===== src/hw/rtl/rswd_pkg.sv =====
// shared types, codes and constants of the root stack with swap delete
package rswd_pkg;

   // default sizing of the stack
   localparam int CAPACITY_DEF     = 1024;
   localparam int PAGE_ENTRIES_DEF = 64;

   // fixed field widths
   localparam int ADDR_W    = 64;
   localparam int MARGIN_W  = 11;
   localparam int STATUS_W  = 3;
   localparam int TOTAL_W   = 11;
   localparam int PAGES_W   = 5;
   localparam int EVENT_W   = 2;
   localparam int CSR_IDX_W = 1;

   // request modes
   localparam logic MODE_PUSH   = 1'b0;
   localparam logic MODE_DELETE = 1'b1;

   // result status codes
   localparam logic [STATUS_W-1:0] STATUS_OK        = 3'd0;
   localparam logic [STATUS_W-1:0] STATUS_SWAPPED   = 3'd1;
   localparam logic [STATUS_W-1:0] STATUS_NOT_FOUND = 3'd2;
   localparam logic [STATUS_W-1:0] STATUS_UNDERFLOW = 3'd3;
   localparam logic [STATUS_W-1:0] STATUS_FULL      = 3'd4;

   // page event codes
   localparam logic [EVENT_W-1:0] EVENT_NONE     = 2'd0;
   localparam logic [EVENT_W-1:0] EVENT_MAPPED   = 2'd1;
   localparam logic [EVENT_W-1:0] EVENT_RELEASED = 2'd2;

   // register indexes and reset values
   localparam logic [CSR_IDX_W-1:0] CSR_GROW_MARGIN   = 1'b0;
   localparam logic [CSR_IDX_W-1:0] CSR_SHRINK_MARGIN = 1'b1;
   localparam logic [MARGIN_W-1:0]  GROW_RESET        = 11'd19;
   localparam logic [MARGIN_W-1:0]  SHRINK_RESET      = 11'd192;

   // request beat
   typedef struct packed {
      logic              mode;
      logic [ADDR_W-1:0] root_address;
   } req_type;

   // result beat
   typedef struct packed {
      logic [STATUS_W-1:0] status;
      logic [TOTAL_W-1:0]  entry_total;
      logic [PAGES_W-1:0]  pages_in_use;
      logic [EVENT_W-1:0]  page_event;
   } rsp_type;

   // controller to datapath commands
   typedef struct packed {
      logic                load;
      logic                idx_top;
      logic                idx_dec;
      logic                top_capture;
      logic                swap_write;
      logic                commit;
      logic [STATUS_W-1:0] status;
   } cmd_type;

   // datapath to controller status
   typedef struct packed {
      logic is_delete;
      logic full;
      logic empty;
      logic rd_match;
      logic idx_zero;
      logic out_free;
   } sts_type;

endpackage


===== src/hw/rtl/rswd_ctrl.sv =====
// controller state machine: sequences push, top compare and downward scan
module rswd_ctrl
   import rswd_pkg::*;
(
   input  logic    clock,
   input  logic    reset,
   input  logic    req_valid,
   output logic    req_ready,
   input  sts_type sts,
   output cmd_type cmd
);

   localparam logic [2:0] ST_IDLE   = 3'd0;
   localparam logic [2:0] ST_DECIDE = 3'd1;
   localparam logic [2:0] ST_TOP    = 3'd2;
   localparam logic [2:0] ST_SCAN   = 3'd3;
   localparam logic [2:0] ST_FIN    = 3'd4;

   logic [2:0]          state_ff;
   logic [2:0]          state_in;
   logic [STATUS_W-1:0] status_ff;
   logic [STATUS_W-1:0] status_in;

   // next state and commands
   always_comb begin
      cmd       = '0;
      state_in  = state_ff;
      status_in = status_ff;
      unique case (state_ff)
         ST_IDLE: begin
            if (req_valid) begin
               cmd.load = 1'b1;
               state_in = ST_DECIDE;
            end
         end
         ST_DECIDE: begin
            if (!sts.is_delete) begin
               status_in = sts.full ? STATUS_FULL : STATUS_OK;
               state_in  = ST_FIN;
            end else if (sts.empty) begin
               status_in = STATUS_UNDERFLOW;
               state_in  = ST_FIN;
            end else begin
               cmd.idx_top = 1'b1;
               state_in    = ST_TOP;
            end
         end
         ST_TOP: begin
            cmd.top_capture = 1'b1;
            if (sts.rd_match) begin
               status_in = STATUS_OK;
               state_in  = ST_FIN;
            end else if (sts.idx_zero) begin
               status_in = STATUS_NOT_FOUND;
               state_in  = ST_FIN;
            end else begin
               cmd.idx_dec = 1'b1;
               state_in    = ST_SCAN;
            end
         end
         ST_SCAN: begin
            if (sts.rd_match) begin
               cmd.swap_write = 1'b1;
               status_in      = STATUS_SWAPPED;
               state_in       = ST_FIN;
            end else if (sts.idx_zero) begin
               status_in = STATUS_NOT_FOUND;
               state_in  = ST_FIN;
            end else begin
               cmd.idx_dec = 1'b1;
            end
         end
         ST_FIN: begin
            if (sts.out_free) begin
               cmd.commit = 1'b1;
               state_in   = ST_IDLE;
            end
         end
         default: begin
            state_in = ST_IDLE;
         end
      endcase
      cmd.status = status_ff;
   end

   // state registers
   always_ff @(posedge clock) begin
      if (reset) begin
         state_ff  <= ST_IDLE;
         status_ff <= STATUS_OK;
      end else begin
         state_ff  <= state_in;
         status_ff <= status_in;
      end
   end

   assign req_ready = (state_ff == ST_IDLE);

`ifndef ASSERT_OFF
   // a finished item waits while the result slot is occupied
   a_fin_holds: assert property (@(posedge clock) disable iff (reset)
      (state_ff == ST_FIN && !sts.out_free) |=> (state_ff == ST_FIN))
      else $error("finish left without a free result slot");

   // a swap write only comes from a matching scan
   a_swap_from_scan: assert property (@(posedge clock) disable iff (reset)
      cmd.swap_write |-> (state_ff == ST_SCAN && sts.rd_match))
      else $error("swap write outside a matching scan");

   // every accepted beat is followed by the decision step
   a_accept_decide: assert property (@(posedge clock) disable iff (reset)
      (req_valid && req_ready) |=> (state_ff == ST_DECIDE))
      else $error("accepted beat not decided");
`endif

endmodule


===== config.mk =====
export PLATFORM = sky130hd
export DESIGN_NAME = rswd_ctrl
export DESIGN_NICKNAME = d
export VERILOG_FILES = /design/src/hw/rtl/rswd_pkg.sv /design/src/hw/rtl/rswd_ctrl.sv
export SDC_FILE = /design/constraint.sdc
export NUM_CORES = 1
export LEC_CHECK = 0
export BUFFER_PORTS_ARGS = -buffer_cell sky130_fd_sc_hd__buf_4
export CAP_MARGIN = 20
export CORE_MARGIN = 1.5
export CORE_UTILIZATION = 25
export CTS_CLUSTER_SIZE = 8
export DETAILED_ROUTE_END_ITERATION = 12
export GPL_TIMING_DRIVEN = 0
export MAX_ROUTING_LAYER = met4
export PLACE_DENSITY = 0.62
export SYNTH_ARGS = -nofsm -noshare
export SYNTH_HDL_FRONTEND = slang
export SYNTH_SLANG_ARGS = --single-unit

===== constraint.sdc =====
create_clock -name clock -period 1.1 [get_ports clock]
set_clock_uncertainty 0.15 [all_clocks]
set_input_delay 0.22 -clock clock [delete_from_list [all_inputs] [get_ports clock]]
set_output_delay 0.22 -clock clock [all_outputs]
set_load 0.005 [all_outputs]

# After elaboration in Yosys (flattened, before gate mapping)
# Index checks and enable logic that the tools add are counted.
# W data, S select, Z words.
op_classes:
  div: 0
  order_cmp: 0
  n_mul: 0
  bitwise_logic: 0
  shifts: 0
  n_addsub: 0
  mux: 29
  reduce_logical: 5
  n_eq_ne: 8
ops:
  columns: ["cell", "count"]
  rows:
  - ["$mux W3", 14]
  - ["$pmux W3 S5", 1]
  - ["$mux W1", 13]
  - ["$pmux W3 S3", 1]
  - ["$eq A3 B2 Y1 const B", 2]
  - ["$ne A3 B3 Y1 const B", 2]
  - ["$ne A2 B2 Y1 const B", 2]
  - ["$eq A3 B1 Y1 const B", 1]
  - ["$eq A3 B3 Y1 const B", 1]
  - ["$logic_not A3 Y1", 1]
  - ["$reduce_and A3 Y1", 1]
  - ["$reduce_bool A3 Y1", 1]
  - ["$reduce_and A2 Y1", 1]
  - ["$reduce_or A2 Y1", 1]
totals:
  rom_bits: 0
  in_bits: 9
  memories: 0
  latch_bits: 0
  mem_bits_rw: 0
  register_bits: 6
  out_inout_bits: 10

# Depth between registers and ports, before layout
# Gate-level depths: netlist of the first run.
logic_depth:
  word_depth: 3
  ltp_mapped: 5
  depth_no_buf: 4

# Worst setup path after synthesis of the first run
# No wires, ideal clock.
synth_timing:
  path_type: "reg2out"
  start: "reg state_ff[1]"
  end: "out cmd[8] (netlist bit)"
  arrival_ns: 0.843
  path_stages_with_launch: 4
  setup_slack_ns: -0.113
  n_path_buf: 1
  path_cell_list: "dfxtp_1 buf_4 nor3_1 and2_1"
synth_rtl:
  columns: ["item", "line_no", "rtl"]
  rows:
  - ["start: declaration", "rswd_ctrl.sv:19", "logic [2:0] state_ff;"]
  - ["start signal: assignment", "rswd_ctrl.sv:92", "state_ff <= state_in;"]
  - ["end: declaration", "rswd_ctrl.sv:10", "output cmd_type cmd"]

==> impl_metrics.env, run 1 <==
export IMPL_status="finished, violations left"
export IMPL_failed_checks="negative setup slack"
export IMPL_synthXorXnorAreaFrac=0
export IMPL_timing_rr_end="status_ff[1]"
export IMPL_yosysSeqAreaShare=0.308
export IMPL_r2r_cells=7
export IMPL_synth_top_family_by_area="simple AND/OR/NAND/NOR gates"
export IMPL_antennaDiodeCount=0
export IMPL_min_from="reset"
export IMPL_synth_simple_area_share=0.337
export IMPL_fin_ws_ns=-0.356
export IMPL_yosysTopAreaCell="dfxtp_1"
export IMPL_drtPass1Iterations=4
export IMPL_routedWlPerCell_um=12.1
export IMPL_ys_warn_count=0
export IMPL_area_delta_synth_final_pct=84.9
export IMPL_cellLeakagePower_nw=0.313
export IMPL_slew_headroom=0.805
export IMPL_ys_async_sr_fraction=0
export IMPL_numCtsBuffers=3
export IMPL_fin_crit_ns=1.46
export IMPL_grt_pass1_wl_um=1920
export IMPL_reg2reg_slack_ns=-0.23
export IMPL_clkTransAtPathRegs_ns=0.04
export IMPL_min_period_over_period=1.32
export IMPL_grt_pass1_vias=427
export IMPL_holdPathEnd="state_ff[2]"
export IMPL_root_buffer="clkbuf_4"
export IMPL_fill_cells=135
export IMPL_drtIter0Drc=6
export IMPL_antenna_found_initial=0
export IMPL_die_area_um2=1810
export IMPL_synth_mux_area_frac=0.0256
export IMPL_finalSetupViolations=12
export IMPL_worstSetupEndpointType="primary output"
export IMPL_synth_most_common_cell="nor2_1"
export IMPL_synthAdderAreaFrac=0
export IMPL_clock_latency_ns=0.24
export IMPL_ys_flop_type="dfxtp_1"
export IMPL_start_util=0.262
export IMPL_synth_top_cell_area_share=0.308
export IMPL_die_x_um=42.5
export IMPL_io_pins=19
export IMPL_htree_levels=1
export IMPL_synth_compound_area_frac=0.260
export IMPL_num_vias=454
export IMPL_critPathLaunchType="flop"
export IMPL_gr_total_overflow=0
export IMPL_critPathMaxFanout=6
export IMPL_slew_violations=0
export IMPL_powerDensity_nw_per_um2=868
export IMPL_synthDistinctLibCells=28
export IMPL_via_per_inst=4.93
export IMPL_multi_input_area_um2=310
export IMPL_cts_sinks=6
export IMPL_grt_setup_unrepaired="true"
export IMPL_postSynthCellCount=48
export IMPL_design_core_area_um2=1490
export IMPL_row_count=14
export IMPL_port_buffers=18
export IMPL_grt_max_degree=9
export IMPL_avgSynthCellArea_um2=8.13
export IMPL_worstHoldPathType="primary input to flop"
export IMPL_min_path_cells=2
export IMPL_dp_slack_ns=-0.267
export IMPL_fmax_ghz=0.687
export IMPL_synth_seq_cells=6
export IMPL_die_h_um=42.5
export IMPL_peakVddDrop_v=0.000575
export IMPL_critPathRequiredTime_ns=0.73
export IMPL_finalPower_mw=0.627
export IMPL_drtAntennaViolNets=0
export IMPL_grt_use_total=0.142
export IMPL_setup_tns_ns=-3.07
export IMPL_finalHoldViolations=0
export IMPL_place_gp_congestion=0.743
export IMPL_cts_tree="built"
export IMPL_max_cap_violations=0
export IMPL_drt_total_wl_um=1110
export IMPL_tightest_slew_ns=0.292
export IMPL_hold_buffers=0
export IMPL_nNetsFinal=87
export IMPL_synth_area_um2=390
export IMPL_synthesis_nets=57
export IMPL_remaining_drc_errors=0
export IMPL_synth_edff_count=0
export IMPL_register_area_um2=126
export IMPL_cp_arrival_ns=1.09
export IMPL_critPathKind="flop to primary output"
export IMPL_synthTopCellsByCount="nor2_1, dfxtp_1, nor2b_1"
export IMPL_r2r_start="state_ff[1]"
export IMPL_synth_area_top_cells="dfxtp_1, nor2_1, nor2b_1"
export IMPL_dp_final_hpwl_um=716
export IMPL_cts_buffer_depth=2
export IMPL_drive_gt1_frac=0.632
-- layout by cell type (no fill, tap or decap), types with 2 or more instances in the layout --
master / instances
clkbuf_4: 3
nor2b_1: 3
nor3_4: 2
buf_4: 22
nor2_2: 2
dfxtp_1: 3
dfxtp_2: 2
nand2_1: 2
nor2_1: 4
buf_6: 5
nor2_4: 3
-- through the flow --
| step | area [um^2] | hold slack, ns | std cells | utilization |
|---|---|---|---|---|
| CTS | 703 | 0.0516 | 93 | 0.472 |
| global placement | 562 | 0.307 | 82 | 0.377 |
| finish | 722 | 0.0528 | 92 | 0.485 |
| global route | 722 | 0.0480 | 92 | 0.485 |
| floorplan | 407 | 0.139 | 48 | - |
| detailed placement | 562 | 0.305 | 82 | 0.377 |
-- registers in the layout, indices dropped and copies added (netlist names) --
signal	flops
state_ff	3
status_ff	3
-- what timing repair did --
action,4_1_cts,5_1_grt
endpoints found under the setup margin,12,13
pin swaps,10,7
setup buffers,8,1
gates resized for setup,16,9
-- cell type report --
type / instances / area share
timing repair buffer: 26 / 0.291
sequential: 6 / 0.175
tap: 16 / 0.0277
buffer: 2 / 0.0364
multi-input combinational: 38 / 0.430
inverter: 1 / 0.00867
clock buffer: 3 / 0.0312
-- worst max path at each step --
stage | cells after the start | end | slack, ns | from
finish | 5 | cmd[7] | -0.36 | state_ff[1]
global placement | 5 | cmd[7] | -0.24 | state_ff[1]
floorplan | 4 | status_ff[2] | -0.07 | state_ff[1]
global route | 5 | cmd[7] | -0.40 | state_ff[1]
CTS | 4 | cmd[6] | -0.38 | state_ff[2]
detailed placement | 4 | cmd[6] | -0.27 | state_ff[2]
-- metal layers --
layer,part of all wire,GRT usage
met1,0.42,0.168
met2,0.53,0.237
met3,0.052,0.0388
met4,0,0.0375
met5,0,-
-- logic make-up after synthesis --
kind of cell	count (synthesis)
AND/OR/NAND/NOR	24
AO/OA/AOI/OAI	13
flip-flops	6
multiplexers	1
buffers and inverters	4
-- worst max-delay path, stage by stage (launching register included) --
cell and delay (ns):
dfxtp_2 0.31, buf_8 0.14, nor2_4 0.08, nand2_1 0.06, nor2_2 0.13, buf_4 0.12
-- report_power, final --
part / switching (mW) / leakage, nW / total, mW / internal, mW
registers: 0.00986 / 0.0506 / 0.239 / 0.229
clock network: 0.0750 / 0.0138 / 0.198 / 0.123
logic: 0.0825 / 0.249 / 0.189 / 0.107
No activity file was read; power rests on OpenSTA's default activity.
==> run 2, diff against run 1 <==
--- a/config.mk
+++ b/config.mk
@@ -5,6 +5,7 @@
 export SDC_FILE = /design/constraint.sdc
 export NUM_CORES = 1
 export LEC_CHECK = 0
+export ABC_AREA = 1
 export BUFFER_PORTS_ARGS = -buffer_cell sky130_fd_sc_hd__buf_4
 export CAP_MARGIN = 20
 export CORE_MARGIN = 1.5
@@ -13,7 +14,7 @@
 export DETAILED_ROUTE_END_ITERATION = 12
 export GPL_TIMING_DRIVEN = 0
 export MAX_ROUTING_LAYER = met4
-export PLACE_DENSITY = 0.62
+export PLACE_DENSITY = 0.61
 export SYNTH_ARGS = -nofsm -noshare
 export SYNTH_HDL_FRONTEND = slang
 export SYNTH_SLANG_ARGS = --single-unit
==> constraint.sdc (replaced) <==
create_clock -name clock -period 1.64 [get_ports clock]
set_clock_uncertainty 0.15 [all_clocks]
set_input_delay 0.328 -clock clock [delete_from_list [all_inputs] [get_ports clock]]
set_output_delay 0.328 -clock clock [all_outputs]
set_load 0.005 [all_outputs]
==> run 2 against run 1 <==
  * The flow now finishes without violations
  * Final cell count is 13% higher
  * Global-route usage is 2.1 points lower
  * Sequential share of layout area is 4.0 points higher
  * Synthesized cell count is 40% higher
  * Count of clock-buffer cells in the layout stayed put
  * Die area is 1.8% lower
  * Non-clock buffer count is 9 lower
  * Combinational power is 20% lower
  * Area after synthesis is 1.9% lower
  * Largest cell class unchanged
  * Largest power group unchanged
==> impl_metrics.env, run 2 <==
export IMPL_numCtsBuffers=3
export IMPL_worstHoldPathType="primary input to flop"
export IMPL_design_core_area_um2=1370
export IMPL_max_cap_violations=0
export IMPL_whs_ns=0.112
export IMPL_grt_pass1_wl_um=1640
export IMPL_num_vias=493
export IMPL_drt_total_wl_um=997
export IMPL_io_pins=19
export IMPL_root_buffer="clkbuf_4"
export IMPL_cp_arrival_ns=1.11
export IMPL_slew_headroom=0.862
export IMPL_drtAntennaViolNets=0
export IMPL_layout_commonest_cell="nand2_1"
export IMPL_powerDensity_nw_per_um2=820
export IMPL_dp_slack_ns=0.251
export IMPL_critPathMaxFanout=5
export IMPL_finalSetupViolations=0
export IMPL_nNetsFinal=100
export IMPL_grt_use_total=0.121
export IMPL_synthesis_nets=76
export IMPL_port_buffers=18
export IMPL_final_core_util=0.422
export IMPL_antenna_found_initial=0
export IMPL_yosysSeqAreaShare=0.314
export IMPL_power_switching_mw=0.149
export IMPL_die_x_um=42.1
export IMPL_p_clk_frac=0.282
export IMPL_ys_async_sr_fraction=0
export IMPL_dp_final_hpwl_um=814
export IMPL_combinationalPowerShare=0.320
export IMPL_finalHoldViolations=0
export IMPL_synth_top_cell_area_share=0.314
export IMPL_ys_warn_count=0
export IMPL_area_delta_synth_final_pct=50.7
export IMPL_critPathRequiredTime_ns=1.16
export IMPL_grt_pass1_vias=408
export IMPL_avgSynthCellArea_um2=5.71
export IMPL_synth_seq_cells=6
export IMPL_peakVddDrop_v=0.000448
export IMPL_drive_gt1_frac=0.315
export IMPL_grt_max_degree=8
export IMPL_tightest_slew_ns=0.207
export IMPL_yosysTopAreaCell="dfxtp_1"
export IMPL_routedWlPerCell_um=9.59
export IMPL_cts_sinks=6
export IMPL_synth_most_common_cell="nand2_1"
export IMPL_die_h_um=42.1
export IMPL_worstSetupEndpointType="primary output"
export IMPL_status="complete, no violations"
export IMPL_fin_crit_ns=1.59
export IMPL_critPathKind="flop to primary output"
export IMPL_synthDistinctLibCells=14
export IMPL_critPathLaunchType="flop"
export IMPL_antennaDiodeCount=0
export IMPL_gr_total_overflow=0
export IMPL_layout_cells_non_filler=104
export IMPL_remaining_drc_errors=0
export IMPL_synth_area_um2=383
export IMPL_cellLeakagePower_nw=0.318
export IMPL_hold_buffers=0
export IMPL_cts_tree="built"
export IMPL_synthTopCellsByCount="nand2_1, inv_1, nor2_1"
export IMPL_post_place_cells=100
export IMPL_top_regs="state_ff (3), status_ff (3)"
export IMPL_switching_share=0.316
export IMPL_row_count=13
export IMPL_start_util=0.280
export IMPL_synth_edff_count=0
export IMPL_synth_area_top_cells="dfxtp_1, nand2_1, inv_1"
export IMPL_postSynthCellCount=67
export IMPL_cts_buffer_depth=2
export IMPL_htree_levels=1
export IMPL_slew_violations=0
export IMPL_clkTransAtPathRegs_ns=0.04
export IMPL_clock_latency_ns=0.24
export IMPL_p_int_mw=0.323
export IMPL_fill_cells=160
export IMPL_final_cell_mix="nand2_1, buf_4, inv_1"
export IMPL_grt_setup_unrepaired="true"
export IMPL_ys_flop_type="dfxtp_1"
export IMPL_drtPass1Iterations=5
export IMPL_fin_ws_ns=0.0471
export IMPL_via_per_inst=4.74
export IMPL_place_gp_congestion=0.794
export IMPL_drtIter0Drc=5
export IMPL_fmax_ghz=0.628
export IMPL_min_period_over_period=0.971
export IMPL_die_area_um2=1780
export IMPL_p_seq_frac=0.398
## run 2: cell types whose count changed after synthesis, sizes merged, moves of 2 or more
| cell | before | now |
|---|---|---|
| nand2 | 2 | 21 |
| inv | 1 | 12 |
| nand3 | 1 | 6 |
| nor2b | 4 | 0 |
| buf | 3 | 0 |
| nor2 | 9 | 12 |
| a21oi | 2 | 4 |
| nand2b | 2 | 0 |
| nor3 | 3 | 1 |
## run 2: power by group through the flow
stage	Clock, mW	Combinational [mW]	Sequential (mW)
after global placement	0	0.147	0.187
after global routing	0.149	0.172	0.191
final	0.133	0.151	0.188
after detailed placement	0	0.149	0.187
after CTS	0.143	0.150	0.185
after floorplan	0	0.0823	0.183
## run 2: metal layers
layer | routed length [um] | GRT usage | share of wire | up-vias
li1 | - | - | - | 253
met1 | 466 | 0.157 | 0.47 | 220
met2 | 447 | 0.175 | 0.45 | 18
met3 | 69 | 0.0172 | 0.069 | 2
met4 | 14 | 0.0750 | 0.014 | 0
met5 | 0 | - | 0 | -
## run 2: critical path, cell delays in order (launching register included)
cell and delay [ns]:
dfxtp_2 0.36, inv_1 0.08, nand2_2 0.11, inv_1 0.07
nand2_1 0.08, inv_1 0.05, buf_4 0.12
## run 2: cell type report
type                       instances  area, um^2  share of cell area
inverter                          12        45.0              0.0781
timing repair buffer              19         143               0.247
tap                               15        18.8              0.0325
sequential                         6         124               0.215
multi-input combinational         49         224               0.388
clock buffer                       3        22.5              0.0390
## run 2: kinds of logic after synthesis
group	after synthesis	share of synthesized area
and+or+nand+nor	42	0.464
buffers and inverters	12	0.118
DFF	6	0.314
AOI/OAI and AO/OA	7	0.105
## run 2: path summary, 6_finish.rpt
check | startpoint | endpoint | slack [ns] | cells after the start
worst max register to register | state_ff[2] | status_ff[2] | 0.38 | 6
worst min register to register | status_ff[2] | status_ff[2] | 0.31 | 2
worst min-delay path | reset | state_ff[2] | 0.11 | 2
worst max-delay path | state_ff[2] | cmd[6] | 0.05 | 6
## run 2: repair_timing
| item | CTS | global route |
|---|---|---|
| pin swaps | 0 | 1 |
| setup buffers | 0 | 1 |
| resized for setup | 1 | 3 |
| hold endpoints to repair | 0 | 0 |
| setup endpoints to repair | 1 | 5 |
## run 2: metrics by stage
step / setup TNS [ns] / power [mW] / cell area, um^2
after floorplan: 0 / 0.266 / 383
after global placement: 0 / 0.334 / 537
after detailed placement: 0 / 0.337 / 537
after CTS: 0 / 0.478 / 561
after global routing: -0.0286 / 0.512 / 577
final: 0 / 0.473 / 577
==> run 3, diff against run 2 <==
--- a/config.mk
+++ b/config.mk
@@ -10,11 +10,13 @@
 export CAP_MARGIN = 20
 export CORE_MARGIN = 1.5
 export CORE_UTILIZATION = 25
+export CTS_BUF_LIST = sky130_fd_sc_hd__clkbuf_16
 export CTS_CLUSTER_SIZE = 8
 export DETAILED_ROUTE_END_ITERATION = 12
 export GPL_TIMING_DRIVEN = 0
 export MAX_ROUTING_LAYER = met4
 export PLACE_DENSITY = 0.61
+export RECOVER_POWER = 100
 export SYNTH_ARGS = -nofsm -noshare
 export SYNTH_HDL_FRONTEND = slang
 export SYNTH_SLANG_ARGS = --single-unit
==> run 3 against run 2 <==
  * Sequential share of layout area down 1.1 points
  * First-iteration DRC count up 60%
  * Design area up 6.5%
  * Total power up 53%
  * Die area unchanged
==> impl_metrics.env, run 3 (synthesized netlist as in run 2, its figures left out) <==
export IMPL_status="complete, no violations"
export IMPL_design_core_area_um2=1370
export IMPL_clkTransAtPathRegs_ns=0.03
export IMPL_worstHoldPathType="primary input to flop"
export IMPL_num_vias=478
export IMPL_layout_commonest_cell="nand2_1"
export IMPL_drive_gt1_frac=0.273
export IMPL_fmax_ghz=0.627
export IMPL_cp_common_cell="nor2_1"
export IMPL_final_cell_mix="nand2_1, buf_4, inv_1, nor2_1, nand3_1"
export IMPL_slew_headroom=0.836
export IMPL_critPathRequiredTime_ns=1.16
export IMPL_cts_setup_buffers=0
export IMPL_die_h_um=42.1
export IMPL_drtIter0Drc=8
export IMPL_start_util=0.280
export IMPL_layout_cells_non_filler=103
export IMPL_cp_slowest_stage_delay_ns=0.35
export IMPL_min_path_cells=2
export IMPL_clock_latency_ns=0.23
export IMPL_finalSetupViolations=0
export IMPL_slew_violations=0
export IMPL_critPathBufInv=1
export IMPL_post_place_cells=100
export IMPL_nNetsFinal=99
export IMPL_min_period_over_period=0.973
export IMPL_design_area_um2=614
export IMPL_finalHoldViolations=0
export IMPL_grt_max_degree=8
export IMPL_max_cap_violations=0
export IMPL_use_met3=0.0172
export IMPL_cts_sinks=6
export IMPL_tightest_slew_ns=0.244
export IMPL_fin_crit_ns=1.60
export IMPL_path_cells="nor2_1 > nand2_1 > nor2_1 > clkbuf_4"
export IMPL_ctsResizeCount=0
export IMPL_top_regs="state_ff (3), status_ff (3)"
export IMPL_row_count=13
export IMPL_min_from="reset"
export IMPL_worstSetupEndpointType="primary output"
export IMPL_die_area_um2=1780
export IMPL_area_delta_synth_final_pct=60.5
export IMPL_via_per_inst=4.64
export IMPL_routedWlPerCell_um=9.84
export IMPL_io_pins=19
export IMPL_port_buffers=18
export IMPL_hold_buffers=0
export IMPL_remaining_drc_errors=0
export IMPL_dpl_instance_area_um2=537
export IMPL_r2r_start="state_ff[2]"
export IMPL_cp_arrival_ns=1.12
export IMPL_numCtsBuffers=3
export IMPL_use_met2=0.184
export IMPL_place_gp_congestion=0.794
export IMPL_gr_usage_met1=0.160
export IMPL_powerDensity_nw_per_um2=1180
export IMPL_grt_use_total=0.125
export IMPL_holdPathEnd="state_ff[2]"
export IMPL_dp_final_hpwl_um=814
export IMPL_timing_rr_end="status_ff[2]"
export IMPL_htree_levels=1
export IMPL_cts_buffer_depth=2
export IMPL_final_core_util=0.450
export IMPL_drt_total_wl_um=1010
export IMPL_reg2reg_slack_ns=0.34
export IMPL_r2r_cells=6
export IMPL_antenna_found_initial=0
export IMPL_critPathMaxFanout=5
export IMPL_root_buffer="clkbuf_16"
export IMPL_cts_tree="built"
export IMPL_drtAntennaViolNets=0
export IMPL_grt_pass1_wl_um=1680
export IMPL_grt_busiest_layer="met2"
export IMPL_peakVddDrop_v=0.000956
export IMPL_critPathLaunchType="flop"
export IMPL_drtPass1Iterations=4
export IMPL_antennaDiodeCount=0
export IMPL_grt_pass1_vias=402
export IMPL_crit_family="simple AND/OR/NAND/NOR gates"
export IMPL_gr_total_overflow=0
export IMPL_critPathKind="flop to primary output"
export IMPL_cellLeakagePower_nw=0.335
export IMPL_die_x_um=42.1
export IMPL_cp_slowest_cell="dfxtp_4"
==> run 3: worst reg2reg max path: stages, from the launching register on <==
cell and delay [ns]:
dfxtp_4 0.35, nor2_1 0.20, nand3_1 0.16, nand2_1 0.14
nand2_1 0.08, nand2_1 0.06, a21oi_1 0.05
==> run 3: worst max-delay path by stage <==
stage,startpoint,slack [ns],cells past startpoint,endpoint
floorplan,state_ff[2],0.46,2,cmd[3]
detailed placement,state_ff[2],0.25,6,cmd[6]
global placement,state_ff[2],0.26,6,cmd[6]
global route,state_ff[2],-0.009,4,cmd[7]
finish,state_ff[2],0.04,4,cmd[8]
CTS,state_ff[2],0.004,6,cmd[6]
==> run 3: final cells by class <==
class | instances | area, um^2
inverter | 12 | 45.0
multi-input combinational | 49 | 215
fill | 160 | 752
sequential | 6 | 125
tap | 15 | 18.8
clock buffer | 3 | 75.1
timing repair buffer | 18 | 135
==> run 3: where the power goes <==
part	internal (mW)	switching [mW]	total (mW)
registers	0.166	0.0206	0.186
logic	0.0712	0.0759	0.147
clock network	0.312	0.0774	0.390
total	0.549	0.174	0.723
==> run 3: per-layer routing <==
metal / share of wire / vias up
met5: 0 / -
met4: 0.025 / 0
met3: 0.056 / 2
met2: 0.44 / 14
met1: 0.47 / 208
li1: - / 254
==> run 3: per-stage QoR <==
step	setup slack [ns]	hold slack, ns	setup TNS (ns)	total power [mW]
4_1_cts	0.00391	0.133	0	0.737
3_3_place_gp	0.259	0.302	0	0.334
3_5_place_dp	0.251	0.302	0	0.337
5_1_grt	-0.00940	0.132	-0.0182	0.764
6_report	0.0448	0.129	0	0.723
2_1_floorplan	0.463	0.247	0	0.266
