==> src/hw/rtl/rswd_pkg.sv <==
// shared types, codes and constants of the root stack with swap delete
package rswd_pkg;

   // default sizing of the stack
   localparam int CAPACITY_DEF     = 1024;
   localparam int PAGE_ENTRIES_DEF = 64;

   // fixed field widths
   localparam int ADDR_W    = 64;
   localparam int MARGIN_W  = 11;
   localparam int STATUS_W  = 3;
   localparam int TOTAL_W   = 11;
   localparam int PAGES_W   = 5;
   localparam int EVENT_W   = 2;
   localparam int CSR_IDX_W = 1;

   // request modes
   localparam logic MODE_PUSH   = 1'b0;
   localparam logic MODE_DELETE = 1'b1;

   // result status codes
   localparam logic [STATUS_W-1:0] STATUS_OK        = 3'd0;
   localparam logic [STATUS_W-1:0] STATUS_SWAPPED   = 3'd1;
   localparam logic [STATUS_W-1:0] STATUS_NOT_FOUND = 3'd2;
   localparam logic [STATUS_W-1:0] STATUS_UNDERFLOW = 3'd3;
   localparam logic [STATUS_W-1:0] STATUS_FULL      = 3'd4;

   // page event codes
   localparam logic [EVENT_W-1:0] EVENT_NONE     = 2'd0;
   localparam logic [EVENT_W-1:0] EVENT_MAPPED   = 2'd1;
   localparam logic [EVENT_W-1:0] EVENT_RELEASED = 2'd2;

   // register indexes and reset values
   localparam logic [CSR_IDX_W-1:0] CSR_GROW_MARGIN   = 1'b0;
   localparam logic [CSR_IDX_W-1:0] CSR_SHRINK_MARGIN = 1'b1;
   localparam logic [MARGIN_W-1:0]  GROW_RESET        = 11'd19;
   localparam logic [MARGIN_W-1:0]  SHRINK_RESET      = 11'd192;

   // request beat
   typedef struct packed {
      logic              mode;
      logic [ADDR_W-1:0] root_address;
   } req_type;

   // result beat
   typedef struct packed {
      logic [STATUS_W-1:0] status;
      logic [TOTAL_W-1:0]  entry_total;
      logic [PAGES_W-1:0]  pages_in_use;
      logic [EVENT_W-1:0]  page_event;
   } rsp_type;

   // controller to datapath commands
   typedef struct packed {
      logic                load;
      logic                idx_top;
      logic                idx_dec;
      logic                top_capture;
      logic                swap_write;
      logic                commit;
      logic [STATUS_W-1:0] status;
   } cmd_type;

   // datapath to controller status
   typedef struct packed {
      logic is_delete;
      logic full;
      logic empty;
      logic rd_match;
      logic idx_zero;
      logic out_free;
   } sts_type;

endpackage

==> src/hw/rtl/rswd_dp.sv <==
// datapath: count and page bookkeeping, scan index, margins and result register
module rswd_dp
   import rswd_pkg::*;
#(
   parameter int CAPACITY     = CAPACITY_DEF,
   parameter int PAGE_ENTRIES = PAGE_ENTRIES_DEF
) (
   input  logic                        clock,
   input  logic                        reset,
   input  req_type                     req_data,
   input  logic                        csr_write,
   input  logic [CSR_IDX_W-1:0]        csr_index,
   input  logic [MARGIN_W-1:0]         csr_data,
   input  cmd_type                     cmd,
   output sts_type                     sts,
   output logic                        ram_wr_en,
   output logic [$clog2(CAPACITY)-1:0] ram_wr_addr,
   output logic [ADDR_W-1:0]           ram_wr_data,
   output logic [$clog2(CAPACITY)-1:0] ram_rd_addr,
   input  logic [ADDR_W-1:0]           ram_rd_data,
   output logic                        rsp_valid,
   input  logic                        rsp_ready,
   output rsp_type                     rsp_data
);

   localparam int IDX_W     = $clog2(CAPACITY);
   localparam int CNT_W     = $clog2(CAPACITY + 1);
   localparam int MAX_PAGES = (CAPACITY / PAGE_ENTRIES < 1) ? 1 : CAPACITY / PAGE_ENTRIES;
   localparam int PG_W      = $clog2(MAX_PAGES + 1);
   localparam int CMP_W     = $clog2(CAPACITY + PAGE_ENTRIES + 2048) + 1;

   logic [CNT_W-1:0]    count_ff,    count_in;
   logic [PG_W-1:0]     pages_ff,    pages_in;
   logic [MARGIN_W-1:0] grow_ff,     grow_in;
   logic [MARGIN_W-1:0] shrink_ff,   shrink_in;
   logic [IDX_W-1:0]    scan_idx_ff, scan_idx_in;
   logic                mode_ff;
   logic [ADDR_W-1:0]   addr_ff;
   logic [ADDR_W-1:0]   top_data_ff;
   logic                rsp_valid_ff, rsp_valid_in;
   rsp_type             rsp_data_ff,  rsp_data_in;

   logic [CNT_W-1:0]    count_dec;
   logic [CMP_W-1:0]    mapped;
   logic                grow_hit;
   logic                shrink_hit;
   logic                do_push;
   logic                do_pop;
   logic [EVENT_W-1:0]  event_code;
   logic                out_free;

   // page arithmetic
   assign count_dec  = count_ff - 1'b1;
   assign mapped     = CMP_W'(pages_ff) * CMP_W'(PAGE_ENTRIES);
   assign grow_hit   = ((CMP_W'(count_ff) + CMP_W'(grow_ff)) > mapped)
                       && (pages_ff < PG_W'(MAX_PAGES));
   assign shrink_hit = ((CMP_W'(count_dec) + CMP_W'(shrink_ff)) < mapped)
                       && (pages_ff > PG_W'(1));
   assign do_push    = (mode_ff == MODE_PUSH) && (cmd.status == STATUS_OK);
   assign do_pop     = (mode_ff == MODE_DELETE) && (cmd.status != STATUS_UNDERFLOW);
   assign out_free   = !rsp_valid_ff || rsp_ready;

   // status toward the controller
   always_comb begin
      sts.is_delete = (mode_ff == MODE_DELETE);
      sts.full      = (count_ff == CNT_W'(CAPACITY));
      sts.empty     = (count_ff == '0);
      sts.rd_match  = (ram_rd_data == addr_ff);
      sts.idx_zero  = (scan_idx_ff == '0);
      sts.out_free  = out_free;
   end

   // scan index; the ram reads its next value, so read data lines up with scan_idx_ff
   always_comb begin
      scan_idx_in = scan_idx_ff;
      if (cmd.idx_top) begin
         scan_idx_in = count_dec[IDX_W-1:0];
      end else if (cmd.idx_dec) begin
         scan_idx_in = scan_idx_ff - 1'b1;
      end
   end

   assign ram_rd_addr = scan_idx_in;

   // ram write: push on commit, or overwrite a match with the top entry
   assign ram_wr_en   = (cmd.commit && do_push) || cmd.swap_write;
   assign ram_wr_addr = cmd.swap_write ? scan_idx_ff : count_ff[IDX_W-1:0];
   assign ram_wr_data = cmd.swap_write ? top_data_ff : addr_ff;

   // commit of count and pages
   always_comb begin
      count_in   = count_ff;
      pages_in   = pages_ff;
      event_code = EVENT_NONE;
      if (do_push) begin
         count_in = count_ff + 1'b1;
         if (grow_hit) begin
            pages_in   = pages_ff + 1'b1;
            event_code = EVENT_MAPPED;
         end
      end else if (do_pop) begin
         count_in = count_dec;
         if (shrink_hit) begin
            pages_in   = pages_ff - 1'b1;
            event_code = EVENT_RELEASED;
         end
      end
   end

   // result beat
   always_comb begin
      rsp_data_in.status       = cmd.status;
      rsp_data_in.entry_total  = TOTAL_W'(count_in);
      rsp_data_in.pages_in_use = PAGES_W'(pages_in);
      rsp_data_in.page_event   = event_code;
      rsp_valid_in             = rsp_valid_ff && !rsp_ready;
      if (cmd.commit) begin
         rsp_valid_in = 1'b1;
      end
   end

   // margin registers
   always_comb begin
      grow_in   = grow_ff;
      shrink_in = shrink_ff;
      if (csr_write && csr_index == CSR_GROW_MARGIN) begin
         grow_in = csr_data;
      end
      if (csr_write && csr_index == CSR_SHRINK_MARGIN) begin
         shrink_in = csr_data;
      end
   end

   // control registers
   always_ff @(posedge clock) begin
      if (reset) begin
         count_ff     <= '0;
         pages_ff     <= PG_W'(1);
         grow_ff      <= GROW_RESET;
         shrink_ff    <= SHRINK_RESET;
         rsp_valid_ff <= 1'b0;
      end else begin
         grow_ff      <= grow_in;
         shrink_ff    <= shrink_in;
         rsp_valid_ff <= rsp_valid_in;
         if (cmd.commit) begin
            count_ff <= count_in;
            pages_ff <= pages_in;
         end
      end
   end

   // payload registers
   always_ff @(posedge clock) begin
      scan_idx_ff <= scan_idx_in;
      if (cmd.load) begin
         mode_ff <= req_data.mode;
         addr_ff <= req_data.root_address;
      end
      if (cmd.top_capture) begin
         top_data_ff <= ram_rd_data;
      end
      if (cmd.commit) begin
         rsp_data_ff <= rsp_data_in;
      end
   end

   assign rsp_valid = rsp_valid_ff;
   assign rsp_data  = rsp_data_ff;

`ifndef ASSERT_OFF
   // stack count stays within capacity
   a_count_bound: assert property (@(posedge clock) disable iff (reset)
      count_ff <= CNT_W'(CAPACITY))
      else $error("stack count beyond capacity");

   // mapped pages stay between one and the ceiling
   a_pages_bound: assert property (@(posedge clock) disable iff (reset)
      (pages_ff >= PG_W'(1)) && (pages_ff <= PG_W'(MAX_PAGES)))
      else $error("mapped pages out of bounds");

   // a commit never overwrites a result still waiting
   a_commit_free: assert property (@(posedge clock) disable iff (reset)
      cmd.commit |-> out_free)
      else $error("commit into an occupied result slot");

   // a popping delete lowers the count by exactly one
   a_pop_count: assert property (@(posedge clock) disable iff (reset)
      (cmd.commit && do_pop) |=> (count_ff == $past(count_dec)))
      else $error("delete did not pop one entry");
`endif

endmodule
==> config.mk <==
export PLATFORM = sky130hd
export DESIGN_NAME = rswd_dp
export DESIGN_NICKNAME = d
export VERILOG_FILES = /design/src/hw/rtl/rswd_pkg.sv /design/src/hw/rtl/rswd_dp.sv
export SDC_FILE = /design/constraint.sdc
export NUM_CORES = 1
export LEC_CHECK = 0
export ABC_AREA = 1
export BUFFER_PORTS_ARGS = -buffer_cell sky130_fd_sc_hd__buf_2
export CAP_MARGIN = 20
export CORE_MARGIN = 5
export CORE_UTILIZATION = 53
export DETAILED_ROUTE_END_ITERATION = 7
export PLACE_DENSITY_LB_ADDON = 0.1
export SLEW_MARGIN = 30
export SYNTH_ARGS = -nofsm -noshare
export SYNTH_HDL_FRONTEND = slang
export SYNTH_SLANG_ARGS = --single-unit
==> constraint.sdc <==
create_clock -name clock -period 4.7 [get_ports clock]
set_input_delay 0.47 -clock clock [delete_from_list [all_inputs] [get_ports clock]]
set_output_delay 0.47 -clock clock [all_outputs]
set_load 0.02 [all_outputs]
Yosys cells after proc, flatten, opt, wreduce, memory -nomap -nowiden
Cells that the tools add are included.
{"block": "word_totals", "word_cells": 59, "out_inout_bits": 113, "reg_bits": 199}
{"block": "op_classes", "order_cmp": 4, "eq_ne": 3, "reduce_logical": 15, "n_bitwise": 2, "mux": 15, "addsub": 7}
{"op": "64-bit == test", "count": 1}
{"op": "64-bit two-way mux", "count": 1}
{"op": "10-bit two-way mux", "count": 3}
{"op": "11-bit by 11-bit adder with 12-bit output", "count": 2}
{"op": "11-bit two-way mux", "count": 2}
{"op": "5-bit two-way mux", "count": 4}
{"op": "12-bit by 11-bit greater-than comparator with 1-bit output", "count": 1}
{"op": "12-bit by 11-bit < comparator with 1-bit output", "count": 1}
{"op": "11-bit by 1-bit adder with 11-bit output (second input constant)", "count": 1}
{"op": "11-bit == test (second input constant)", "count": 1}
{"op": "11-bit zero test", "count": 1}
{"op": "11-bit by 1-bit subtractor with 11-bit output (second input constant)", "count": 1}
{"op": "10-bit zero test", "count": 1}
{"op": "10-bit by 1-bit subtractor with 10-bit output (second input constant)", "count": 1}
{"op": "1-bit logical AND", "count": 8}
{"op": "2-bit two-way mux", "count": 3}
{"op": "5-bit by 1-bit adder with 5-bit output (second input constant)", "count": 1}
{"op": "5-bit by 1-bit greater-than comparator with 1-bit output (second input constant)", "count": 1}
{"op": "5-bit < comparator (second input constant)", "count": 1}
{"op": "5-bit by 1-bit subtractor with 5-bit output (second input constant)", "count": 1}
{"op": "3-bit zero test", "count": 1}
{"op": "3-bit by 2-bit inequality test with 1-bit output (second input constant)", "count": 1}
{"op": "1-bit zero test", "count": 2}
{"op": "1-bit logical OR", "count": 2}
{"op": "other kinds (2)", "count": 4}

Depth between registers and ports, before layout
Gate-level depths: netlist of the first run.
{"block": "logic_depth", "word_depth": 7, "depth_mapped": 28, "mapped_depth_nobuf": 28}

Least setup slack after synthesis of the first run
Ideal clock, no wire load.
{"block": "synth_path", "path_type": "reg-to-reg", "startpoint": "reg count_ff[0]", "endpoint": "reg rsp_data_ff (netlist bit rsp_data[6]) (data pin)", "path_slack_ns": 1.216, "t_arrival_ns": 3.232, "path_buffers": 0, "path_stages_with_launch": 25, "period_less_slack_ns": 3.484, "setup_time_ns": 0.252, "required_ns": 4.448, "path_cell_list": "dfxtp_1 -> inv_2 -> ha_1 -> nand2_1 -> xor2_1 -> inv_1 -> ha_1 -> nand2_1 -> inv_1 -> a21oi_1 -> nand2_1 -> nand3_1 -> nand2_1 -> a21oi_1 -> o21ai_0 -> xor2_1 -> ha_1 -> a21oi_1 -> nand4_1 -> nor2_4 -> nand2_2 -> inv_2 -> nand3_1 -> nand2_1 -> inv_1"}
{"block": "synth_between", "elab_chain_cells": 7}
{"item": "start, declared", "line_no": "rswd_dp.sv:32", "source": "logic [CNT_W-1:0] count_ff, count_in;"}
{"item": "start signal, assigned", "line_no": "rswd_dp.sv:147", "source": "count_ff <= count_in;"}
{"item": "11-bit by 1-bit subtractor with 11-bit output", "line_no": "rswd_dp.sv:53", "source": "assign count_dec = count_ff - 1'b1;"}
{"item": "11-bit by 11-bit adder with 12-bit output", "line_no": "rswd_dp.sv:57", "source": "assign shrink_hit = ((CMP_W'(count_dec) + CMP_W'(shrink_ff)) < mapped)"}
{"item": "12-bit by 11-bit < comparator with 1-bit output", "line_no": "rswd_dp.sv:57"}
{"item": "1-bit logical AND", "line_no": "rswd_dp.sv:58", "source": "&& (pages_ff > PG_W'(1));"}
{"item": "5-bit two-way mux", "line_no": "rswd_dp.sv:103", "source": "if (shrink_hit) begin"}
{"item": "5-bit two-way mux", "line_no": "rswd_dp.sv:101", "source": "end else if (do_pop) begin"}
{"item": "5-bit two-way mux *", "line_no": "rswd_dp.sv:95", "source": "if (do_push) begin"}
{"item": "via pages_in[4]", "line_no": "rswd_dp.sv:33", "source": "logic [PG_W-1:0] pages_ff, pages_in;"}
{"item": "end signal, assigned", "line_no": "rswd_dp.sv:164", "source": "rsp_data_ff <= rsp_data_in;"}
{"item": "end, declared", "line_no": "rswd_dp.sv:41", "source": "rsp_type rsp_data_ff, rsp_data_in;"}
The timed path passes the listed nets; every way through them passes the cells marked *.
A chain may end at the register's enable or synchronous reset.

Final worst setup path of the first run
Ends and elaborated chain as after synthesis.

==> reports/qor.yml, run 1 <==
layout:
  seq_area_mm2: 0.005485
  layout-drive-gt1-share_pct: 26.86
  multi_input_area_mm2: 0.003965
  nets: 1498
  final_common_cell: "nand2_1"
  layout_common_cells: "nand2_1, buf_2, edfxtp_1, inv_1, nor2_1"
  nFillCells: 1580
  instances_no_fill: 1557
  syn_to_final_growth_pct: 21.70
  fin_area_mm2: 0.01210
floorplan:
  start_util_pct: 53.51
  top_level_ports: 267
  fp.dieH_um: 147.0
  rows: 50
  dieWidth_um: 147.0
  core-area_mm2: 0.01858
  fp.dieArea_mm2: 0.02160
timing:
  final-setup-viol-count: 0
  fin_ws_ns: 0.8043
  fin_crit_sh_pct: 82.89
  relSlewSlack_pct: 48.14
  worstMarginPinSlew_ns: 0.7779
  skew_ns: 0.01432
  finalHoldViolations: 0
  rsz0062_at_grt: "no"
  setup_tns_ns: 0
  period_needed_ns: 3.896
  fmax_mhz: 256.7
  drv_slew: 0
clock_tree:
  cts_tree: "done"
  cts_setup_buffers: 0
  root_buffer: "clkbuf_16"
  postCtsHoldBufs: 0
  clockBufferDepth: 2
  clkTransAtPathRegs_ns: 0.09
  cts_made_buffers: 17
  cts-resized-gates: 0
  clock-sinks: 199
  insertion_delay_ns: 0.44
  cts-htree-levels: 4
synthesis:
  synth_area_leader_cell: "edfxtp_1"
  synth-edff-count: 150
  synthFlopType: "edfxtp_1"
  synth.area.top_cells: "edfxtp_1, nand2_1, dfxtp_1"
  async_reset_ff_share_pct: 0
  yosys_warnings: 0
  yosys.cell_types.count: 47
  netlist_area_mm2: 0.009942
  ys_seq_elements: 199
  synth_top_area_share_pct: 45.31
  avgSynthCellArea_um2: 9.514
  netlist_instances: 1045
  syn-num-nets: 1238
  ys_seq_area_share_pct: 55.17
worst_setup_path:
  arrival_ns: 4.09
  cp_cell_sequence: "inv_2 -> ha_1 -> nand4_2 -> xor2_1 -> inv_1 -> ha_1 -> nand2_1 -> o21a_1 -> nand2_2 -> nand2_2 -> nand2_1 -> xor2_1 -> ha_1 -> a21o_1 -> a21oi_1 -> nand4_1 -> nor2_4 -> nand2_2 -> inv_2 -> nand3_1 -> nand2_1 -> inv_1"
  crit_family: "simple AND/OR/NAND/NOR gates"
  cp_slowest_cell: "dfxtp_1"
  reg2reg_slack_ns: 0.80
  startpoint_type: "flip-flop"
  crit_type: "flip-flop to flip-flop"
  cp_max_fo: 6
  critical-path-max-stage-delay_ns: 0.50
  required_ns: 4.89
  path_buf_inv: 4
  crit_path_end_kind: "flip-flop"
placement:
  place.gp.congestion: 0.9321
  postPlaceCellArea_mm2: 0.01148
  dp.final_hpwl_mm: 20.44
  numPortBuffers: 266
  dp_slack_ns: 0.8426
  post-place-cells: 1520
detailed_routing:
  firstDrtPassIters: 6
  drc_errors: 0
  routedWlPerCell_um: 17.30
  num_vias: 8095
  postRouteAntennaNets: 0
  via_per_inst: 5.199
  first_iter_violations: 455
  routed_wl_mm: 26.93
power:
  powerDensity_mw_per_mm2: 391.2
  ir_worst_vdd_v: 0.0002598
  fin_total_pwr_mw: 4.733
  p_leak_nw: 5.588
global_route:
  antenna_found_initial: 7
  grtUsageTotal_pct: 24.65
  overflow: 0
  grt_max_degree: 50
  grt_pass1_vias: 7834
  grt_first_pass_wirelength_mm: 41.72
hold_path:
  hp-class: "input pin to flip-flop"
run_status:
  status: "completed"
job:
  maxCapViolations: 0
[where the power goes]
part           internal (mW)  switching, mW  total (mW)
Combinational          0.390          0.687        1.08
Sequential              2.06          0.100        2.16
Clock                  0.731          0.761        1.49
[path summary, 6_finish.rpt]
| check | start | endpoint | cells after the start |
|---|---|---|---|
| min | req_data[22] | addr_ff[22] | 1 |
| min reg2reg | rsp_valid | rsp_valid | 2 |
| max reg2reg | count_ff[0] | rsp_data[6] | 22 |
| max | count_ff[0] | rsp_data[6] | 22 |
[synth_stat cells, types with 5 or more instances]
cell type  number
nand3_1        36
o21ai_1         8
nand2_1       294
a21oi_1        38
o221ai_1        5
nor2_2          6
xor2_1         19
nor2_1         64
nand2_2        10
inv_2           8
nand4_1        21
edfxtp_1      150
or2_2          10
dfxtp_1        49
o21ai_0        63
clkbuf_1       23
inv_1          85
nor3_1         10
ha_1           38
xnor2_1        52
o2111ai_1       5
[per-layer routing]
| layer | vias to the layer above | GRT usage [%] | part of all wire, % |
|---|---|---|---|
| met5 | - | 0 | 0.085 |
| met4 | 4 | 7.968 | 2.3 |
| met3 | 46 | 8.112 | 9.0 |
| met2 | 304 | 40.42 | 48 |
| met1 | 3699 | 31.11 | 41 |
| li1 | 4042 | - | - |
[per-stage QoR]
stage / utilization (%) / hold WS (ns)
finish: 65.12 / 0.1966
global route: 65.12 / 0.1727
CTS: 65.05 / 0.1761
detailed placement: 61.76 / 0.4778
global placement: 61.76 / 0.4624
floorplan: - / 0.4329
[state kept, by name, indices dropped and copies added, names as in the netlist]
register / count
addr_ff: 64
top_data_ff: 64
rsp_data: 21
count_ff: 11
grow_ff: 11
shrink_ff: 11
scan_idx_ff: 10
pages_ff: 5
mode_ff: 1
rsp_valid: 1
[logic make-up (layout without fill, tap and decap cells)]
family          count (synthesis)  after routing  synth area share [%]
compound gates                139            139                 7.979
xor+xnor                       71             71                 6.255
fa+ha+maj                      39             39                 4.984
buf+inv                       126            399                 4.946
flops                         199            199                 55.17
other cells                     0              5                     0
simple gates                  471            471                 20.66
[final cells by class]
cell class	instances	area share, %
Inverter	95	2.947
Antenna cell	5	0.1034
Timing Repair Buffer	272	11.38
Clock buffer	17	3.516
Tap cell	234	2.420
Sequential cell	199	45.34
Clock inverter	15	1.531
Multi-Input combinational cell	720	32.77
No activity file was read; power rests on OpenSTA's default activity.
==> run 2: changes to the inputs <==
==> constraint.sdc (replaced) <==
create_clock -name clock -period 4.1 [get_ports clock]
set_input_delay 0.41 -clock clock [delete_from_list [all_inputs] [get_ports clock]]
set_output_delay 0.41 -clock clock [all_outputs]
set_load 0.02 [all_outputs]
==> reports/qor.yml, run 2 (same netlist as run 1, synthesis figures left out) <==
power:
  sw_frac_of_total_pct: 32.05  # -0.66 points
  power.internal_mw: 3.691  # +16%
  switchingPower_mw: 1.741  # +12%
  pwr-share-seq_pct: 45.7  # about the same
  powerDensity_mw_per_mm2: 448.8  # +15%
  clkPwrFrac_pct: 31.6  # about the same
  p_leak_nw: 5.591  # about the same
  share_comb_of_total_power_pct: 22.7  # about the same
  ir_worst_vdd_v: 0.0003406  # +31%
  fin_total_pwr_mw: 5.432  # +15%
timing:
  drv_slew: 0  # unchanged
  fin_crit_sh_pct: 92.56  # +9.7 points
  final-setup-viol-count: 0  # unchanged
  rsz0062_at_grt: "no"
  fmax_mhz: 263.5  # +2.7%
  skew_ns: 0.01636  # +0.002037 ns
  finalHoldViolations: 0  # unchanged
  worstMarginPinSlew_ns: 0.9172  # +0.1393 ns
  setup_tns_ns: 0  # unchanged
  holdWs_ns: 0.1365  # -0.06013 ns
  relSlewSlack_pct: 38.85  # -9.3 points
  period_needed_ns: 3.795  # -0.1007 ns
hold_path:
  hp-start: "req_data[22]"
  hold_path_end: "addr_ff[22]"
  whs_path_depth: 1  # unchanged
  hp-class: "input pin to flip-flop"
placement:
  post-place-cells: 1522  # +0.13%
  place.gp.congestion: 0.8672  # -7.0%
  dp.final_hpwl_mm: 20.60  # +0.77%
  numPortBuffers: 266  # unchanged
clock_tree:
  clkTransAtPathRegs_ns: 0.08  # about the same
  root_buffer: "clkbuf_16"
  cts_made_buffers: 17  # unchanged
  postCtsHoldBufs: 0  # unchanged
  cts_tree: "done"
  clockBufferDepth: 2  # unchanged
  insertion_delay_ns: 0.44  # about the same
  clock-sinks: 199  # unchanged
  cts-htree-levels: 4  # unchanged
run_status:
  status: "completed"
worst_setup_path:
  arrival_ns: 3.97  # -0.12 ns
  cp_max_fo: 5  # -1
  crit_type: "flip-flop to flip-flop"
  crit_path_end_kind: "flip-flop"
  required_ns: 4.27  # -0.62 ns
  startpoint_type: "flip-flop"
  reg2reg_depth: 27  # +23%
  reg2reg_slack_ns: 0.30  # -0.50 ns
  r2r-end: "rsp_data[2]"
  cp_slowest_cell: "fa_1"
  critical-path-max-stage-delay_ns: 0.39  # -0.11 ns
  crit_top_cell: "nand2_1"
  crit-reg2reg-launch: "count_ff[0]"
layout:
  instances_no_fill: 1554  # -0.19%
  nets: 1500  # +0.13%
  layout_common_cells: "nand2_1, buf_2, edfxtp_1, inv_1, nor2_1"
  layout-drive-gt1-share_pct: 27.22  # +0.36 points
  final_common_cell: "nand2_1"
  syn_to_final_growth_pct: 21.75  # about the same
detailed_routing:
  drc_errors: 0  # unchanged
  firstDrtPassIters: 5  # -1
  first_iter_violations: 507  # +11%
  num_vias: 8117  # +0.27%
  routed_wl_mm: 26.87  # -0.24%
  via_per_inst: 5.223  # +0.47%
  postRouteAntennaNets: 0  # unchanged
  routedWlPerCell_um: 17.29  # about the same
floorplan:
  fp.dieArea_mm2: 0.02160  # unchanged
  rows: 50  # unchanged
  core-area_mm2: 0.01858  # unchanged
  fp.dieH_um: 147.0  # unchanged
  top_level_ports: 267  # unchanged
  start_util_pct: 53.51  # unchanged
  dieWidth_um: 147.0  # unchanged
global_route:
  grt_max_degree: 59  # +18%
  grt_first_pass_wirelength_mm: 42.08  # +0.88%
  antenna_found_initial: 4  # -3
  grtUsageTotal_pct: 24.88  # +0.23 points
  grt_pass1_vias: 7978  # +1.8%
  overflow: 0  # unchanged
job:
  maxCapViolations: 0  # unchanged
==> run 2: stage by stage <==
| stage | cell area [um^2] | worst slack, ns | utilization [%] |
|---|---|---|---|
| after global routing | 12100 | 0.001821 | 65.14 |
| after detailed placement | 11490 | 0.2078 | 61.85 |
| after floorplan | 9942 | 0.6157 | - |
| after CTS | 12090 | 0.1951 | 65.09 |
| final | 12100 | 0.3050 | 65.14 |
| after global placement | 11490 | 0.3562 | 61.85 |
==> run 2: what timing repair did <==
action / 4_1_cts / 5_1_grt
endpoints found under the setup margin: 0 / 10
gates resized for setup: 0 / 4
setup buffers: 0 / 0
==> run 2: worst max-delay path: cells and delay by family, from the launching register on <==
kind	cells	cell delay (ns)
xor gates and xnor gates	1	0.09
buffers and inverters	2	0.20
and+or+nand+nor	16	1.41
adders and majority gates	3	0.84
DFF	1	0.34
AOI/OAI and AO/OA	5	0.62
==> run 2: worst max path at each step <==
stage | start | endpoint | slack, ns | cells after the start
global route | count_ff[0] | rsp_data[2] | 0.002 | 27
floorplan | count_ff[0] | rsp_data[6] | 0.62 | 24
CTS | count_ff[1] | rsp_data[6] | 0.20 | 24
finish | count_ff[0] | rsp_data[2] | 0.30 | 27
global placement | count_ff[1] | rsp_data[6] | 0.36 | 24
detailed placement | count_ff[1] | rsp_data[6] | 0.21 | 24
==> run 2: final cells by class <==
type | count | area [um^2]
timing repair buffer | 274 | 1394
inverter | 95 | 356.6
sequential | 199 | 5488
multi-input combinational | 720 | 3968
antenna | 1 | 2.502
clock buffer | 17 | 425.4
tap | 234 | 292.8
fill | 1597 | 6476
clock inverter | 14 | 177.7
==> run 2: power by group through the flow <==
stage / Clock, mW / Combinational, mW / Sequential [mW]
6_report: 1.72 / 1.23 / 2.48
3_3_place_gp: 0 / 1.22 / 2.52
5_1_grt: 1.84 / 1.38 / 2.50
2_1_floorplan: 0 / 0.777 / 2.53
4_1_cts: 1.74 / 1.24 / 2.48
3_5_place_dp: 0 / 1.24 / 2.52
==> run 2: routing by layer <==
layer	share of wire [%]	global-route usage, %	wire length [um]
met1	41	31.65	11080
met2	49	42.13	13230
met3	8.0	7.650	2160
met4	1.4	5.592	373
met5	0.10	0	28
==> run 3: changes to the inputs <==
--- a/config.mk
+++ b/config.mk
@@ -5,7 +5,6 @@
 export SDC_FILE = /design/constraint.sdc
 export NUM_CORES = 1
 export LEC_CHECK = 0
-export ABC_AREA = 1
 export BUFFER_PORTS_ARGS = -buffer_cell sky130_fd_sc_hd__buf_2
 export CAP_MARGIN = 20
 export CORE_MARGIN = 5
==> reports/qor.yml, run 3 <==
run_status:
  status: "completed"
timing:
  skew_ns: 0.01137  # -0.004982 ns
  worstMarginPinSlew_ns: 0.9195  # +0.002314 ns
  rsz0062_at_grt: "yes"
  holdWs_ns: 0.1378  # +0.001259 ns
  final-setup-viol-count: 0  # unchanged
  relSlewSlack_pct: 38.57  # -0.28 points
  drv_slew: 0  # unchanged
  fin_crit_sh_pct: 96.73  # +4.2 points
  period_needed_ns: 3.966  # +0.1709 ns
  fin_ws_ns: 0.1341  # -0.1709 ns
  fmax_mhz: 252.1  # -4.3%
  finalHoldViolations: 0  # unchanged
worst_setup_path:
  required_ns: 4.43  # +0.16 ns
  reg2reg_slack_ns: 0.13  # -0.17 ns
  crit_path_end_kind: "flip-flop"
  r2r-end: "pages_ff[2]"
  crit-reg2reg-launch: "count_ff[0]"
  reg2reg_depth: 17  # -37%
  startpoint: "count_ff[0]"
  crit_type: "flip-flop to flip-flop"
  arrival_ns: 4.29  # +0.32 ns
  cp_max_fo: 6  # +1
  startpoint_type: "flip-flop"
layout:
  final_common_cell: "buf_2"
  fin_util_pct: 67.15  # +2.0 points
  layout_common_cells: "buf_2, edfxtp_1, nand2_1, xor2_1, mux2_2"
  nets: 1320  # -12%
  layout-drive-gt1-share_pct: 38.72  # +12 points
  syn_to_final_growth_pct: 25.97
  instances_no_fill: 1377  # -11%
global_route:
  grt_first_pass_wirelength_mm: 40.37  # -4.1%
  grtUsageTotal_pct: 23.93  # -0.95 points
  grt_pass1_vias: 7680  # -3.7%
  overflow: 0  # unchanged
  grt_max_degree: 49  # -17%
  antenna_found_initial: 8  # +4
floorplan:
  rows: 50  # unchanged
  start_util_pct: 53.31  # -0.20 points
  fp.dieArea_mm2: 0.02152  # -0.35%
  fp.dieH_um: 146.7  # -0.17%
  core-area_mm2: 0.01858  # unchanged
  dieWidth_um: 146.7  # -0.17%
  top_level_ports: 267  # unchanged
detailed_routing:
  firstDrtPassIters: 6  # +1
  first_iter_violations: 439  # -13%
  postRouteAntennaNets: 0  # unchanged
  routedWlPerCell_um: 18.84  # +8.9%
  via_per_inst: 5.415  # +3.7%
  num_vias: 7456  # -8.1%
  routed_wl_mm: 25.94  # -3.5%
  drc_errors: 0  # unchanged
clock_tree:
  insertion_delay_ns: 0.44  # about the same
  cts-htree-levels: 4  # unchanged
  root_buffer: "clkbuf_16"
  clock-sinks: 199  # unchanged
  cts_made_buffers: 17  # unchanged
  clockBufferDepth: 2  # unchanged
  clkTransAtPathRegs_ns: 0.08  # about the same
  cts_tree: "done"
hold_path:
  hp-start: "req_data[39]"
  whs_path_depth: 1  # unchanged
  hp-class: "input pin to flip-flop"
  hold_path_end: "addr_ff[39]"
synthesis:
  netlist_instances: 834  # -20%
  synth-edff-count: 150  # unchanged
  syn-num-nets: 1027  # -17%
  yosys_warnings: 0  # unchanged
  synth.area.top_cells: "edfxtp_1, dfxtp_1, mux2_2"
  netlist_area_mm2: 0.009904  # -0.38%
  synth_compound_area_share_pct: 7.655  # -0.32 points
  yosys.cell_types.count: 59  # +26%
  ys_seq_elements: 199  # unchanged
  synthFlopType: "edfxtp_1"
  async_reset_ff_share_pct: 0  # unchanged
  synthMuxAreaShare_pct: 8.818  # +8.8 points
  synth_area_leader_cell: "edfxtp_1"
  ys_seq_area_share_pct: 55.38  # +0.21 points
  yosys-top-cells-count: "edfxtp_1, nand2_1, xor2_1"
  yosys.area_share.xor_xnor_pct: 9.462  # +3.2 points
  avgSynthCellArea_um2: 11.88  # +25%
  synth_top_area_share_pct: 45.48  # +0.17 points
  synth_most_common_cell: "edfxtp_1"
  yosys.area_share.adder_pct: 5.003  # +0.019 points
  synth_top_family_by_area: "simple AND/OR/NAND/NOR gates"
  synthSimpleGateAreaFrac_pct: 11.46  # -9.2 points
power:
  p_leak_nw: 5.247  # -6.2%
  pwr-share-seq_pct: 44.1  # -1.6 points
  clkPwrFrac_pct: 29.6  # -2.0 points
  sw_frac_of_total_pct: 31.96  # -0.090 points
  ir_worst_vdd_v: 0.0003134  # -8.0%
  switchingPower_mw: 1.803  # +3.5%
  share_comb_of_total_power_pct: 26.3  # +3.6 points
  power.internal_mw: 3.837  # +4.0%
  powerDensity_mw_per_mm2: 452.0  # +0.72%
placement:
  dp_slack_ns: -0.1257  # -0.3335 ns
  dp.final_hpwl_mm: 19.86  # -3.6%
  numPortBuffers: 266  # unchanged
  place.gp.congestion: 0.8670  # about the same
  post-place-cells: 1339  # -12%
job:
  maxCapViolations: 0  # unchanged
run 3: power by group through the flow:
stage	combinational, mW	clock (mW)	sequential, mW
6_report	1.48	1.67	2.49
5_1_grt	1.63	1.79	2.51
4_1_cts	1.44	1.71	2.49
3_5_place_dp	1.41	0	2.53
3_3_place_gp	1.40	0	2.52
2_1_floorplan	0.891	0	2.52
run 3: final cells by class:
cell class | instances | area (um^2)
fill | 1449 | 6103
sequential | 199 | 5489
multi-input combinational | 579 | 4342
timing repair buffer | 307 | 1652
clock buffer | 17 | 425.4
tap | 234 | 292.8
clock inverter | 14 | 180.2
inverter | 23 | 86.33
antenna | 4 | 10.01
run 3: per-stage QoR:
step	cell area, um^2	power [mW]	setup TNS (ns)
after CTS	12350	5.635	0
after global routing	12470	5.926	-0.2736
after floorplan	9916	3.409	0
after detailed placement	11700	3.944	-0.7165
after global placement	11700	3.924	-0.04675
final	12480	5.640	0
run 3: layer usage:
layer | vias to the layer above | wire [um] | global-route usage (%)
met5 | - | 43 | 0
met2 | 248 | 13480 | 43.17
met3 | 43 | 1989 | 8.081
met4 | 10 | 475 | 6.350
met1 | 3510 | 9951 | 27.14
li1 | 3645 | - | -
run 3: cell families (layout without fill, tap and decap cells):
| family | after synthesis | count (layout) |
|---|---|---|
| AOI/OAI and AO/OA | 120 | 120 |
| xor gates and xnor gates | 107 | 107 |
| adders and majority gates | 39 | 39 |
| buffers and inverters | 56 | 361 |
| DFF | 199 | 199 |
| muxes | 78 | 78 |
| other | 0 | 4 |
| and+or+nand+nor | 235 | 235 |
run 3: worst max path at each step:
| stage | cells past startpoint | to |
|---|---|---|
| after floorplan | 20 | pages_ff[1] |
| after global placement | 18 | pages_ff[1] |
| after detailed placement | 18 | pages_ff[1] |
| after CTS | 18 | pages_ff[3] |
| after global routing | 19 | pages_ff[3] |
| final | 17 | pages_ff[2] |
run 3: timing repair:
item | 4_1_cts | 5_1_grt
endpoints found under the setup margin | 8 | 11
hold buffers | 0 | 0
resized for setup | 9 | 22
buffers inserted | 1 | 2
pin swaps | 3 | 14
run 3: worst max-delay path, cell delays in order (launching register included):
cell and delay, ns:
dfxtp_2 0.34, or3_4 0.40, nor3_4 0.14, xor2_1 0.21, ha_1 0.29, nor2b_1 0.16, o31a_1 0.26, o21ai_2 0.13
a21boi_1 0.10, or4_1 0.40, nand3_1 0.11, ha_1 0.24, nand2_1 0.07, and3_4 0.18, o311a_4 0.23, a32oi_2 0.13
a21oi_1 0.15, mux2_2 0.35
